<file path="config.mk">
export PLATFORM = sky130hd
export DESIGN_NAME = binary_to_ascii_number_top
export DESIGN_NICKNAME = d
export VERILOG_FILES = /design/src/sv/bta_pkg.sv /design/src/sv/binary_to_ascii_number_top.sv /design/src/sv/bta_front.sv /design/src/sv/bta_queue.sv /design/src/sv/bta_back.sv
export SDC_FILE = /design/constraint.sdc
export NUM_CORES = 1
export LEC_CHECK = 0
export BUFFER_PORTS_ARGS = -buffer_cell sky130_fd_sc_hd__buf_4
export CAP_MARGIN = 5
export CORE_MARGIN = 8
export CORE_UTILIZATION = 45
export CTS_CLUSTER_DIAMETER = 120
export DETAILED_ROUTE_END_ITERATION = 8
export PLACE_DENSITY = 0.74
export SLEW_MARGIN = 20
export SYNTH_ARGS = -nofsm -noshare
export SYNTH_HDL_FRONTEND = slang
export SYNTH_HIERARCHICAL = 1
export SYNTH_SLANG_ARGS = --single-unit
</file>
<file path="constraint.sdc">
create_clock -name clk -period 20.2 [get_ports clk]
set_input_delay 1.01 -clock clk [delete_from_list [all_inputs] [get_ports clk]]
set_output_delay 1.01 -clock clk [all_outputs]
set_load 0.01 [all_outputs]
</file>
<file path="src/sv/bta_pkg.sv">
// Package for the binary to ASCII number printer.
// Holds the request codes, character constants, queue entry and back-end state types.
// No dependencies.
package bta_pkg;

  localparam int VAL_W    = 64;
  localparam int NUM_DIG  = 20;
  localparam int BCD_W    = NUM_DIG * 4;
  localparam int REM_W    = 5;
  localparam int CNT_W    = 6;
  localparam int CHAR_W   = 7;
  localparam int ATTR_W   = 8;

  localparam logic [1:0] REQ_SIGNED   = 2'd0;
  localparam logic [1:0] REQ_UNSIGNED = 2'd1;

  localparam logic [CHAR_W-1:0] CH_MINUS = 7'h2D;
  localparam logic [CHAR_W-1:0] CH_ZERO  = 7'h30;
  localparam logic [CHAR_W-1:0] CH_A     = 7'h41;

  localparam logic [REM_W-1:0] REM_FULL = REM_W'(NUM_DIG);
  localparam logic [CNT_W-1:0] CNT_LAST = CNT_W'(VAL_W - 1);

  typedef struct packed {
    logic [VAL_W-1:0]  mag;
    logic              neg;
    logic              hex;
    logic [ATTR_W-1:0] attr;
  } q_entry_t;

  typedef struct packed {
    logic full;
    logic empty;
  } q_status_t;

  typedef enum logic [4:0] {
    S_IDLE = 5'b00001,
    S_CONV = 5'b00010,
    S_SIGN = 5'b00100,
    S_SKIP = 5'b01000,
    S_EMIT = 5'b10000
  } back_state_t;

  // Maps one digit value to its ASCII character, uppercase for ten and above.
  function automatic logic [CHAR_W-1:0] digit_char(input logic [3:0] d);
    logic [CHAR_W-1:0] ch;
    if (d < 4'd10) begin
      ch = CH_ZERO + CHAR_W'(d);
    end else begin
      ch = CH_A + CHAR_W'(d - 4'd10);
    end
    return ch;
  endfunction

endpackage

</file>
<file path="src/sv/binary_to_ascii_number_top.sv">
// Top level of the binary to ASCII number printer.
// Instantiates bta_front, bta_queue and bta_back; depends on bta_pkg.
//
// Each input item carries a 64-bit value, a format (signed decimal,
// unsigned decimal or uppercase hexadecimal), a 32/64-bit width mode and a
// color attribute. The block returns one result item per character, most
// significant digit first, with a leading '-' for negative signed values,
// no leading zeros, a single '0' for zero, and last_char set on the final
// character; the color attribute rides along on every character. The
// front end classifies an item (masking, sign test and two's-complement
// negation), registers it and hands it through a two-entry queue to the
// back end, so a new item is taken while the previous number still prints.
// The back end takes an item from the queue while idle. It converts
// decimal values with a shift-and-add-3 loop that handles one bit per cycle
// over all 64 bits, emits a '-' for a negative value, steps past each
// suppressed leading zero (up to 19) and emits the digits (up to 20
// characters, sign included). Suppressed zeros and digits always add up
// to 20. A hexadecimal item skips the conversion. Output stalls hold the
// back end; the queue and the front register keep taking items until
// they fill, and then in_ready drops.
module binary_to_ascii_number_top
  import bta_pkg::*;
(
  input  logic        clk,
  input  logic        rst_n,
  input  logic        in_valid,
  output logic        in_ready,
  input  logic [63:0] in_value,
  input  logic [1:0]  in_req_type,
  input  logic        in_wide_mode,
  input  logic [7:0]  in_color_attr,
  output logic        out_valid,
  input  logic        out_ready,
  output logic [6:0]  out_ascii_char,
  output logic [7:0]  out_color_attr_out,
  output logic        out_last_char
);

  // Handshake between the classifier and the queue, and the queue and the
  // converter.
  q_status_t q_status;
  q_entry_t  q_wr_data;
  q_entry_t  q_rd_data;
  logic      q_push;
  logic      q_pop;

  bta_front u_front (
    .clk           (clk),
    .rst_n         (rst_n),
    .in_valid      (in_valid),
    .in_ready      (in_ready),
    .in_value      (in_value),
    .in_req_type   (in_req_type),
    .in_wide_mode  (in_wide_mode),
    .in_color_attr (in_color_attr),
    .q_status      (q_status),
    .q_push        (q_push),
    .q_wr_data     (q_wr_data)
  );

  bta_queue u_queue (
    .clk     (clk),
    .rst_n   (rst_n),
    .push    (q_push),
    .wr_data (q_wr_data),
    .pop     (q_pop),
    .rd_data (q_rd_data),
    .status  (q_status)
  );

  // The converter owns the output register, so a waiting character does not
  // block the front end from taking the next item until the queue fills.
  bta_back u_back (
    .clk                (clk),
    .rst_n              (rst_n),
    .q_status           (q_status),
    .q_rd_data          (q_rd_data),
    .q_pop              (q_pop),
    .out_valid          (out_valid),
    .out_ready          (out_ready),
    .out_ascii_char     (out_ascii_char),
    .out_color_attr_out (out_color_attr_out),
    .out_last_char      (out_last_char)
  );

endmodule

</file>
<file path="src/sv/bta_front.sv">
// Front end of the number printer: accepts an item and classifies it.
// Depends on bta_pkg for the request codes and the queue entry type.
module bta_front
  import bta_pkg::*;
(
  input  logic              clk,
  input  logic              rst_n,
  input  logic              in_valid,
  output logic              in_ready,
  input  logic [63:0]       in_value,
  input  logic [1:0]        in_req_type,
  input  logic              in_wide_mode,
  input  logic [7:0]        in_color_attr,
  input  q_status_t         q_status,
  output logic              q_push,
  output q_entry_t          q_wr_data
);

  logic       front_valid_r, front_valid_nxt;
  q_entry_t   entry_r, entry_nxt;
  logic [VAL_W-1:0] val_masked;
  logic       sign_bit;
  logic       is_neg;
  logic [VAL_W-1:0] neg_wide;
  logic [31:0] neg_narrow;

  assign q_push    = front_valid_r && !q_status.full;
  assign q_wr_data = entry_r;
  assign in_ready  = !front_valid_r || !q_status.full;

  always_comb begin
    val_masked = in_wide_mode ? in_value : {32'd0, in_value[31:0]};
    sign_bit   = in_wide_mode ? in_value[63] : in_value[31];
    is_neg     = (in_req_type == REQ_SIGNED) && sign_bit;
    neg_wide   = ~in_value + 64'd1;
    neg_narrow = ~in_value[31:0] + 32'd1;
    entry_nxt.neg  = is_neg;
    entry_nxt.hex  = in_req_type[1];
    entry_nxt.attr = in_color_attr;
    if (!is_neg) begin
      entry_nxt.mag = val_masked;
    end else if (in_wide_mode) begin
      entry_nxt.mag = neg_wide;
    end else begin
      entry_nxt.mag = {32'd0, neg_narrow};
    end
  end

  always_comb begin
    front_valid_nxt = front_valid_r;
    if (q_push) begin
      front_valid_nxt = 1'b0;
    end
    if (in_valid && in_ready) begin
      front_valid_nxt = 1'b1;
    end
  end

  always_ff @(posedge clk) begin
    if (!rst_n) begin
      front_valid_r <= 1'b0;
    end else begin
      front_valid_r <= front_valid_nxt;
    end
  end

  always_ff @(posedge clk) begin
    if (in_valid && in_ready) begin
      entry_r <= entry_nxt;
    end
  end

endmodule

</file>
<file path="src/sv/bta_queue.sv">
// Two-entry queue that decouples the front end from the digit back end.
// Depends on bta_pkg for the entry and status types.
module bta_queue
  import bta_pkg::*;
(
  input  logic      clk,
  input  logic      rst_n,
  input  logic      push,
  input  q_entry_t  wr_data,
  input  logic      pop,
  output q_entry_t  rd_data,
  output q_status_t status
);

  q_entry_t    slot_r [2];
  logic        wr_ptr_r, wr_ptr_nxt;
  logic        rd_ptr_r, rd_ptr_nxt;
  logic [1:0]  count_r, count_nxt;

  assign status.full  = (count_r == 2'd2);
  assign status.empty = (count_r == 2'd0);
  assign rd_data      = slot_r[rd_ptr_r];

  always_comb begin
    wr_ptr_nxt = push ? ~wr_ptr_r : wr_ptr_r;
    rd_ptr_nxt = pop ? ~rd_ptr_r : rd_ptr_r;
    count_nxt  = count_r;
    if (push && !pop) begin
      count_nxt = count_r + 2'd1;
    end else if (pop && !push) begin
      count_nxt = count_r - 2'd1;
    end
  end

  always_ff @(posedge clk) begin
    if (!rst_n) begin
      wr_ptr_r <= 1'b0;
      rd_ptr_r <= 1'b0;
      count_r  <= 2'd0;
    end else begin
      wr_ptr_r <= wr_ptr_nxt;
      rd_ptr_r <= rd_ptr_nxt;
      count_r  <= count_nxt;
    end
  end

  always_ff @(posedge clk) begin
    if (push) begin
      slot_r[wr_ptr_r] <= wr_data;
    end
  end

`ifndef SYNTH
  a_no_push_full: assert property (@(posedge clk) disable iff (!rst_n)
    push |-> !status.full)
    else $error("queue written while full");

  a_no_pop_empty: assert property (@(posedge clk) disable iff (!rst_n)
    pop |-> !status.empty)
    else $error("queue read while empty");
`endif

endmodule

</file>
<file path="src/sv/bta_back.sv">
// Back end of the number printer: bit-serial binary to BCD conversion and
// character emission with leading-zero suppression. Depends on bta_pkg.
module bta_back
  import bta_pkg::*;
(
  input  logic        clk,
  input  logic        rst_n,
  input  q_status_t   q_status,
  input  q_entry_t    q_rd_data,
  output logic        q_pop,
  output logic        out_valid,
  input  logic        out_ready,
  output logic [6:0]  out_ascii_char,
  output logic [7:0]  out_color_attr_out,
  output logic        out_last_char
);

  back_state_t        st_r, st_nxt;
  logic [VAL_W-1:0]   bin_r, bin_nxt;
  logic [BCD_W-1:0]   bcd_r, bcd_nxt;
  logic [CNT_W-1:0]   cnt_r, cnt_nxt;
  logic [REM_W-1:0]   rem_r, rem_nxt;
  logic               neg_r, neg_nxt;
  logic [ATTR_W-1:0]  attr_r, attr_nxt;

  logic               out_valid_r, out_valid_nxt;
  logic [CHAR_W-1:0]  out_char_r, out_char_nxt;
  logic               out_last_r, out_last_nxt;
  logic [ATTR_W-1:0]  out_attr_r;

  logic               slot_free;
  logic               emit;
  logic [BCD_W-1:0]   bcd_adj;
  logic [3:0]         top_dig;

  assign slot_free          = !out_valid_r || out_ready;
  assign top_dig            = bcd_r[BCD_W-1 -: 4];
  assign out_valid          = out_valid_r;
  assign out_ascii_char     = out_char_r;
  assign out_color_attr_out = out_attr_r;
  assign out_last_char      = out_last_r;

  // Add three to every BCD digit of five or more before the shift.
  always_comb begin
    for (int i = 0; i < NUM_DIG; i++) begin
      bcd_adj[i*4 +: 4] = (bcd_r[i*4 +: 4] >= 4'd5) ?
                          bcd_r[i*4 +: 4] + 4'd3 : bcd_r[i*4 +: 4];
    end
  end

  always_comb begin
    st_nxt       = st_r;
    bin_nxt      = bin_r;
    bcd_nxt      = bcd_r;
    cnt_nxt      = cnt_r;
    rem_nxt      = rem_r;
    neg_nxt      = neg_r;
    attr_nxt     = attr_r;
    q_pop        = 1'b0;
    emit         = 1'b0;
    out_char_nxt = out_char_r;
    out_last_nxt = out_last_r;

    unique case (st_r)
      S_IDLE: begin
        if (!q_status.empty) begin
          q_pop    = 1'b1;
          neg_nxt  = q_rd_data.neg;
          attr_nxt = q_rd_data.attr;
          rem_nxt  = REM_FULL;
          if (q_rd_data.hex) begin
            bcd_nxt = {{(BCD_W-VAL_W){1'b0}}, q_rd_data.mag};
            st_nxt  = S_SKIP;
          end else begin
            bin_nxt = q_rd_data.mag;
            bcd_nxt = '0;
            cnt_nxt = CNT_LAST;
            st_nxt  = S_CONV;
          end
        end
      end
      S_CONV: begin
        bcd_nxt = {bcd_adj[BCD_W-2:0], bin_r[VAL_W-1]};
        bin_nxt = {bin_r[VAL_W-2:0], 1'b0};
        cnt_nxt = cnt_r - CNT_W'(1);
        if (cnt_r == '0) begin
          st_nxt = neg_r ? S_SIGN : S_SKIP;
        end
      end
      S_SIGN: begin
        if (slot_free) begin
          emit         = 1'b1;
          out_char_nxt = CH_MINUS;
          out_last_nxt = 1'b0;
          st_nxt       = S_SKIP;
        end
      end
      S_SKIP: begin
        if (top_dig == 4'd0 && rem_r != REM_W'(1)) begin
          bcd_nxt = {bcd_r[BCD_W-5:0], 4'd0};
          rem_nxt = rem_r - REM_W'(1);
        end else begin
          st_nxt = S_EMIT;
        end
      end
      S_EMIT: begin
        if (slot_free) begin
          emit         = 1'b1;
          out_char_nxt = digit_char(top_dig);
          out_last_nxt = (rem_r == REM_W'(1));
          bcd_nxt      = {bcd_r[BCD_W-5:0], 4'd0};
          rem_nxt      = rem_r - REM_W'(1);
          if (rem_r == REM_W'(1)) begin
            st_nxt = S_IDLE;
          end
        end
      end
      default: begin
        st_nxt = S_IDLE;
      end
    endcase
  end

  always_comb begin
    out_valid_nxt = out_valid_r;
    if (out_ready) begin
      out_valid_nxt = 1'b0;
    end
    if (emit) begin
      out_valid_nxt = 1'b1;
    end
  end

  always_ff @(posedge clk) begin
    if (!rst_n) begin
      st_r        <= S_IDLE;
      out_valid_r <= 1'b0;
    end else begin
      st_r        <= st_nxt;
      out_valid_r <= out_valid_nxt;
    end
  end

  always_ff @(posedge clk) begin
    bin_r      <= bin_nxt;
    bcd_r      <= bcd_nxt;
    cnt_r      <= cnt_nxt;
    rem_r      <= rem_nxt;
    neg_r      <= neg_nxt;
    attr_r     <= attr_nxt;
    out_char_r <= out_char_nxt;
    out_last_r <= out_last_nxt;
    if (emit) begin
      out_attr_r <= attr_r;
    end
  end

`ifndef SYNTH
  a_conv_drains: assert property (@(posedge clk) disable iff (!rst_n)
    (st_r == S_CONV && cnt_r == '0) |=> (bin_r == '0))
    else $error("conversion ended with bits left");

  a_rem_range: assert property (@(posedge clk) disable iff (!rst_n)
    (st_r == S_SKIP || st_r == S_EMIT) |-> (rem_r != '0 && rem_r <= REM_FULL))
    else $error("digit count out of range");
`endif

endmodule

</file>
## Word level (Yosys, flattened, before mapping)

Memories as Yosys holds them, arrays and structs flattened. A register that Yosys moved wholly into a read port is not among the register bits.
Cells that the tools add are included.
Widths: inputs -> output; s select.

- Register bits after elaboration: 265
- Bits in writable memories: 148
- Output and inout bits: 18
- Word-level logic and storage cells: 191
- Memories: 1

Memories:

| memory | depth | bits a word | rd ports | clocked after memory_dff | wr ports | line | text |
|---|---|---|---|---|---|---|---|
| u_queue.slot_r | 2 | 74 | 1 | 1 | 1 | bta_queue.sv:15 | `q_entry_t slot_r [2];` |

- Add/sub/neg operators: 29
- Magnitude comparators: 21
- Equal/unequal tests: 16
- Muxes and demuxes: 69
- Bitwise operators: 5
- Reduce and logical (&&, ||, !) cells: 31

Operators with widths:

| cell | number |
|---|---|
| $mux 64 | 6 |
| $pmux 80 s4 | 1 |
| $mux 80 | 3 |
| $pmux 64 s2 | 1 |
| $mux 4 | 21 |
| $ge 4x3->1 const B | 20 |
| $add 4x2->4 const B | 19 |
| $add 64x1->64 const B | 1 |
| $not 64->64 | 1 |
| $mux 5 | 9 |
| $add 32x1->32 const B | 1 |
| $not 32->32 | 1 |
| $pmux 5 s5 | 1 |
| $mux 7 | 3 |
| $mux 1 | 15 |
| $pmux 5 s3 | 1 |
| $pmux 7 s2 | 1 |
| $mux 6 | 2 |
| $pmux 6 s2 | 1 |
| $eq 5x1->1 const B | 2 |
| $ne 2x1->1 const B | 5 |
| $reduce_bool 2->1 | 5 |
| $reduce_and 4->1 | 2 |
| $add 6x4->7 const A | 1 |
| other kinds (31) | 48 |

## Depth between registers and ports, before layout

Gate-level depths: netlist (run 1).

- Word-level depth: 7
- Gate-level depth with buffers: 10
- Depth with buffers taken out: 8

## Cells and area by module

Netlist (run 1), hierarchy kept.

Modules (own cells, without submodules):

| module | instances | cells each | area each (um^2) | sequential area each (um^2) |
|---|---|---|---|---|
| bta_back | 1 | 981 | 10054.6 | 5525.3 |
| bta_queue | 1 | 252 | 5576.6 | 4544.4 |
| bta_front | 1 | 338 | 3990.1 | 2242.2 |

## Worst setup path before layout (run 1)

OpenSTA, ideal clock, no wires.

- Path kind: reg2reg
- From: reg (tool-made name)
- To: reg u_back.bin_r[0], enable pin
- Arrival time: 6238 ps
- Required time: 19598 ps
- Setup slack: 13360 ps
- Stages on the path, launching flop included: 5
- Path buffers: 2
- Period minus slack after synthesis: 6840 ps
- Cell sequence: dfxtp_1 buf_4 buf_6 mux2_2 o31ai_1

RTL lines:

| what | line | text |
|---|---|---|
| end signal, assigned | bta_back.sv:145 | `bin_r <= bin_nxt;` |
| end, declared | bta_back.sv:19 | `logic [VAL_W-1:0] bin_r, bin_nxt;` |

## Final worst setup path (run 1)

- From: reg u_back.st_r[2]
- To: reg u_back.bcd_r[44], enable pin

- Longest elaborated chain between the ends: 3
- Elaborated cells between the ends (all ways): 9
- Classes of those cells: 7 x eq/ne; 2 x reduce/logical

Ends and longest elaborated chain:

| what | line | text |
|---|---|---|
| start, declared | bta_back.sv:18 | `back_state_t st_r, st_nxt;` |
| start signal, assigned | bta_back.sv:139 | `st_r <= st_nxt;` |
| $eq 5x1->1 (tied with other cells) | bta_back.sv:64 | `unique case (st_r)` |
| $reduce_bool 4->1 (no source line) (tied with other cells) | n/a |  |
| $reduce_and 4->1 (no source line) (*) | n/a |  |
| end signal, assigned | bta_back.sv:146 | `bcd_r <= bcd_nxt;` |
| end, declared | bta_back.sv:20 | `logic [BCD_W-1:0] bcd_r, bcd_nxt;` |

Every way passes the cells marked *; elsewhere a longest branch is shown, timed or not.
A chain may end at the register's enable or synchronous reset.

==> summary.txt, run 1 <==
Timing
  • Worst slew pin tran: 1.06 ns
  • Sum Neg Setup Slack: 0 ns
  • Hold Fails Final Rpt: 0
  • Slew Limit Headroom: 0.296
  • Fin Clk Skew: 0.0148 ns
  • Fin crit share: 0.171
  • RSZ-0062 raised after global routing: false
  • Final setup vio count: 0
  • Slew Limit Fails: 0
  • Max Freq: 0.289 GHz
  • Final min period: 3.46 ns

Worst setup path
  • Crit path kind: flop to flop
  • Crit start category: flop
  • CP max stage cell: a31oi_4
  • R2r setup slk: 16.74 ns
  • Crit path max-delay family: simple AND/OR/NAND/NOR gates
  • CP Max Fanout: 59
  • RR Endpoint: u_back/bcd_r[44]
  • Crit path depth: 4
  • R2R depth: 4
  • Worst Setup EP: u_back/bcd_r[44]
  • Critical-path cell list: or4_4 > or2_4 > a31oi_4 > buf_4
  • WP buf/inv: 1
  • Worst EP required: 20.36 ns
  • CP peak stage delay: 0.77 ns
  • CP endpoint kind: flop
  • Worst r2r src: u_back/st_r[2]
  • Critical path arrival: 3.62 ns
  • Critical path startpoint: u_back/st_r[2]

Logic synthesis
  • Mapped Cells: 1571
  • Syn nets: 1700
  • Simple-gate share of the synthesized area: 0.127
  • Synth Area in Compound Gates: 0.0939
  • Post-synth EDFFs: 402
  • Post-synthesis xor/xnor area fraction: 0.0429
  • Main combinational cell family by area after synthesis: simple AND/OR/NAND/NOR gates
  • Post-synthesis sequential area ratio: 0.627
  • Area contributors post-synth: edfxtp_1 62%, nand2_1 5.4%, mux2_2 4.2%
  • Synth cell types: 68
  • Largest area contributor in the netlist: edfxtp_1
  • Most frequent cell after synthesis: edfxtp_1
  • Async S/R FF share, synth: 0
  • Synth Area in Adders: 0.0319
  • Most used DFF post-synth: edfxtp_1
  • Post-Syn Area: 19600 sq um
  • Commonest cells post-synth: 402 x edfxtp_1, 280 x nand2_1, 85 x a21oi_1
  • Area share of the largest cell type after synthesis: 0.615
  • Yosys reg bits: 414
  • Avg Inst Size Synth: 12.5 sq um
  • Synthesis warning total: 6
  • Multiplexer share of the synthesized area: 0.0466

Route
  • Post-Route WL: 40000 um
  • Post-route ant nets: 0
  • Avg WL per Cell: 17.6 um
  • Vias per cell: 5.40
  • DR vias: 12300
  • Iter 0 DRT Violations: 996
  • Drt drc: 0
  • Pre-antenna DRT Iters: 5

Clock tree
  • Postcts setup bufs: 0
  • CTS Hold Bufs: 0
  • CTS Root Cell: clkbuf_16
  • Clock buffer depth: 3
  • Num Clock Sinks: 414
  • Total CTS buffers: 42
  • Clk pin slew, worst setup/hold paths: 0.06 ns
  • Post-cts sizing count: 0
  • Clock latency on the worst-skew pair: 0.54 ns
  • H-tree depth: 2
  • TritonCTS clock tree: done

Cells and area
  • Area grow syn2layout: 13.5%
  • Post-route core utilization: 0.517
  • Layout Nets: 1786
  • Proportion of layout cells with a drive suffix above 1: 0.161
  • Fin area: 22300 sq um
  • Filler instances: 3536
  • Diode count: 0

Die
  • Core area: 43100 sq um
  • Die width: 225 um
  • # IOs: 97
  • Initial Utilization: 0.456
  • Die height: 225 um
  • Die footprint: 50500 sq um
  • # rows: 76

Global routing
  • Global-route wire length before repair: 63500 um
  • Largest net degree at the start of global routing: 93
  • Vias in the first global route: 12100
  • Global Route Usage Sum: 0.154
  • Initial antenna violation count: 0
  • Grt ovf: 0

Placement
  • Final Wtd Congestion: 0.804
  • Final HPWL DP: 26300 um
  • Number of port buffers: 96
  • DP Area: 20800 sq um

Power
  • PwrDens: 133 nW/um^2
  • VDD IR max: 0.0000735 V
  • Leakage: 7.98 nW

Outcome
  • Run status: finished clean

Min path
  • Worst Hold Depth: 0
  • Hold crit path type: flop to flop

Flow run
  • Max Cap Viol: 0
worst min-delay path by stage:
| stage | start | endpoint |
|---|---|---|
| floorplan | u_back/attr_r[0] | u_back/out_color_attr_out[0] |
| global placement | u_back/attr_r[1] | u_back/out_color_attr_out[1] |
| detailed placement | u_back/attr_r[6] | u_back/out_color_attr_out[6] |
| CTS | u_back/attr_r[0] | u_back/out_color_attr_out[0] |
| global route | u_back/attr_r[0] | u_back/out_color_attr_out[0] |
| finish | u_back/attr_r[0] | u_back/out_color_attr_out[0] |
power by group:
| part | leakage, nW | internal, W | switching [W] |
|---|---|---|---|
| Clock | 0.673 | 0.000466 | 0.000314 |
| Combinational | 3.44 | 0.000305 | 0.000501 |
| Sequential | 3.87 | 0.00124 | 0.000129 |
worst register-to-register path: stages, from the launching register on:
cell,delay [ns]
dfxtp_1,0.44
or4_4,0.61
or2_4,0.47
a31oi_4,0.77
buf_4,0.74
cells by family after synthesis:
family	after synthesis
AOI/OAI and AO/OA	283
muxes	82
buffers and inverters	125
DFF	414
xor gates and xnor gates	96
and+or+nand+nor	521
adders and majority gates	50
routing by layer:
metal	part of all wire	GRT usage	vias up	wire length, um
li1	-	-	5936	-
met1	0.45	0.205	5934	18000
met2	0.48	0.258	336	19200
met3	0.045	0.0214	74	1810
met4	0.024	0.0477	0	947
met5	0	0	-	0
final cells by class:
class | count | area (sq um) | area share
clock inverters | 24 | 258 | 0.0116
inverters | 58 | 218 | 0.00978
clock buffers | 53 | 1140 | 0.0514
multi-input cells | 1032 | 6770 | 0.304
repair buffers | 109 | 831 | 0.0373
flip-flops and latches | 414 | 12300 | 0.553
well taps | 585 | 732 | 0.0329
through the flow:
| stage | hold WS (ns) | instances | setup slack, ns | total power, W |
|---|---|---|---|---|
| global placement | 0.407 | 2197 | 16.46 | 0.00214 |
| detailed placement | 0.407 | 2197 | 16.44 | 0.00218 |
| CTS | 0.419 | 2274 | 16.75 | 0.00296 |
| global route | 0.429 | 2275 | 16.53 | 0.00311 |
| finish | 0.417 | 2275 | 16.74 | 0.00295 |
| floorplan | 0.400 | 1571 | 13.36 | 0.00199 |
state kept, by name, summed over array words and instances, names as in the netlist, named ones only:
signal                     flops
u_back/cnt_r                   6
u_back/st_r                    5
u_back/out_ascii_char          7
u_back/out_valid               1
u_back/rem_r                   5
u_front/q_wr_data             74
u_queue/count_r                2
u_back/neg_r                   1
u_queue/wr_ptr_r               1
u_back/bin_r                  64
u_back/out_color_attr_out      8
u_back/attr_r                  8
u_queue/slot_r               148
u_front/front_valid_r          1
u_back/bcd_r                  80
u_queue/rd_ptr_r               1
u_back/out_last_char           1
cells in the final DEF (no fill, tap or decap), types with 9 or more instances in the layout:
| cell | count |
|---|---|
| buf_4 | 108 |
| xnor2_1 | 57 |
| edfxtp_1 | 402 |
| nand3_1 | 11 |
| nor2b_1 | 20 |
| and2_1 | 34 |
| inv_1 | 57 |
| xor2_1 | 39 |
| a31oi_1 | 9 |
| a221o_1 | 25 |
| nor2_1 | 62 |
| dfxtp_1 | 11 |
| o221ai_1 | 14 |
| mux2_2 | 74 |
| nor3b_1 | 21 |
| ha_1 | 50 |
| nor4_1 | 11 |
| nand2_1 | 280 |
| a22oi_1 | 23 |
| nor3_1 | 20 |
| o21ai_0 | 66 |
| a21oi_1 | 85 |
| clkbuf_16 | 43 |
| nand2b_1 | 20 |
| a211oi_1 | 10 |
Power figures use the tool's default switching activity.
==> run 2: changes to the inputs <==
==> constraint.sdc (replaced) <==
create_clock -name clk -period 3.3 [get_ports clk]
set_input_delay 0.165 -clock clk [delete_from_list [all_inputs] [get_ports clk]]
set_output_delay 0.165 -clock clk [all_outputs]
set_load 0.01 [all_outputs]
==> run 2 against run 1 <==
Highest routed layer unchanged. Sequential cell count is the same. Sequential power grew to 6.1 times the previous value. Critical endpoint is now u_back/bcd_r[57]. Largest power group unchanged. Critical path type unchanged. Die area is the same. Largest cell class unchanged.
==> summary.txt, run 2 (synthesis gave the netlist of run 1 again) <==
Outcome
  • Run status: finished clean

Timing
  • RSZ-0062 raised after global routing: false
  • Hold Fails Final Rpt: 0
  • Worst slew pin tran: 0.773 ns
  • Fin Clk Skew: 0.0118 ns
  • Fin crit share: 0.809
  • Max Freq: 0.375 GHz
  • Slew Limit Fails: 0
  • Final setup vio count: 0
  • Post-route setup slack: 0.631 ns
  • Min Hold Slack: 0.0153 ns
  • Slew Limit Headroom: 0.481
  • Final min period: 2.67 ns

Placement
  • Final Wtd Congestion: 0.811
  • Final HPWL DP: 26400 um
  • Pre-CTS setup slack: 0.634 ns
  • DP Area: 21000 sq um
  • Number of port buffers: 96

Die
  • Core area: 43100 sq um
  • Die footprint: 50500 sq um
  • # IOs: 97
  • Die width: 225 um
  • Initial Utilization: 0.456
  • Die height: 225 um
  • # rows: 76

Cells and area
  • Area grow syn2layout: 15.9%
  • Filler instances: 3507
  • Commonest non-fill, non-tap cell in the layout: edfxtp_1
  • Commonest non-fill, non-tap cells in the layout: 402 x edfxtp_1, 280 x nand2_1, 107 x buf_4
  • Max reg flops: 148
  • Largest Register: u_queue/slot_r
  • Register area: 12300 sq um
  • Diode count: 0
  • Proportion of layout cells with a drive suffix above 1: 0.158
  • Fin area: 22700 sq um
  • Multi-input gate area: 6780 sq um
  • Layout Nets: 1835

Clock tree
  • Total CTS buffers: 41
  • H-tree depth: 2
  • Clock latency on the worst-skew pair: 0.53 ns
  • Clock buffer depth: 3
  • Postcts setup bufs: 0
  • CTS Root Cell: clkbuf_16
  • Num Clock Sinks: 414
  • TritonCTS clock tree: done
  • Clk pin slew, worst setup/hold paths: 0.06 ns
  • CTS Hold Bufs: 43
  • Post-cts sizing count: 0

Route
  • DR vias: 12400
  • Iter 0 DRT Violations: 983
  • Post-route ant nets: 0
  • Vias per cell: 5.36
  • Drt drc: 0
  • Avg WL per Cell: 17.1 um
  • Pre-antenna DRT Iters: 5
  • Post-Route WL: 39600 um

Global routing
  • Global Route Usage Sum: 0.154
  • Largest net degree at the start of global routing: 92
  • Vias in the first global route: 12500
  • Grt ovf: 0
  • Initial antenna violation count: 1
  • Global-route wire length before repair: 63900 um

Worst setup path
  • Critical path startpoint: u_back/st_r[3]
  • CP Max Fanout: 59
  • Critical path arrival: 2.92 ns
  • Worst r2r src: u_back/st_r[3]
  • CP endpoint kind: flop
  • Crit start category: flop
  • Crit path kind: flop to flop
  • R2r setup slk: 0.63 ns
  • Worst Setup EP: u_back/bcd_r[57]
  • RR Endpoint: u_back/bcd_r[57]
  • R2R depth: 5
  • Worst EP required: 3.55 ns

Power
  • Leakage: 8.18 nW
  • VDD IR max: 0.000740 V
  • PwrDens: 790 nW/um^2

Min path
  • Hold crit path type: input port to flop

Flow run
  • Max Cap Viol: 0
run 2: power by group:
group          switching, W  total [W]  internal [W]
clock               0.00189    0.00452       0.00264
sequential         0.000823    0.00837       0.00755
combinational       0.00307    0.00508       0.00201
total               0.00578     0.0180        0.0122
run 2: metal layers:
metal / vias up / global-route usage / wire, um
li1: 6030 / - / -
met1: 5948 / 0.201 / 17400
met2: 364 / 0.257 / 19000
met3: 73 / 0.0229 / 2080
met4: 0 / 0.0572 / 1130
met5: - / 0 / 0
run 2: layout make-up:
| cell class | instances | share of cell area |
|---|---|---|
| Tap cell | 585 | 0.0322 |
| Sequential cell | 414 | 0.541 |
| Multi-Input combinational cell | 1032 | 0.298 |
| Clock buffer | 45 | 0.0467 |
| Timing Repair Buffer | 159 | 0.0621 |
| Inverter | 58 | 0.00957 |
| Clock inverter | 24 | 0.0103 |
run 2: critical path: stages, from the launching register on:
cell and delay, ns:
dfxtp_1 0.53, xnor2_1 0.16, or4_1 0.75, and3_4 0.51, a22oi_1 0.25, o21ai_0 0.13
run 2: per-stage QoR:
| stage | cells | setup TNS, ns | power [W] | utilization |
|---|---|---|---|---|
| floorplan | 1571 | -10.70 | 0.0121 | - |
| global placement | 2205 | 0 | 0.0132 | 0.488 |
| detailed placement | 2205 | 0 | 0.0134 | 0.488 |
| CTS | 2317 | 0 | 0.0181 | 0.528 |
| global route | 2317 | 0 | 0.0190 | 0.528 |
| finish | 2317 | 0 | 0.0180 | 0.528 |
run 2: how the worst min path moves through the flow:
stage	start	end	slack, ns	cells past startpoint
final	out_ready	u_back/out_valid	0.02	4
after floorplan	rst_n	u_back/st_r[0]	0.26	1
after global routing	in_req_type[0]	u_front/q_wr_data[73]	0.01	3
after global placement	in_color_attr[6]	u_front/q_wr_data[6]	0.34	1
after CTS	in_value[63]	u_front/q_wr_data[73]	0.0007	3
after detailed placement	in_color_attr[2]	u_front/q_wr_data[2]	0.35	1
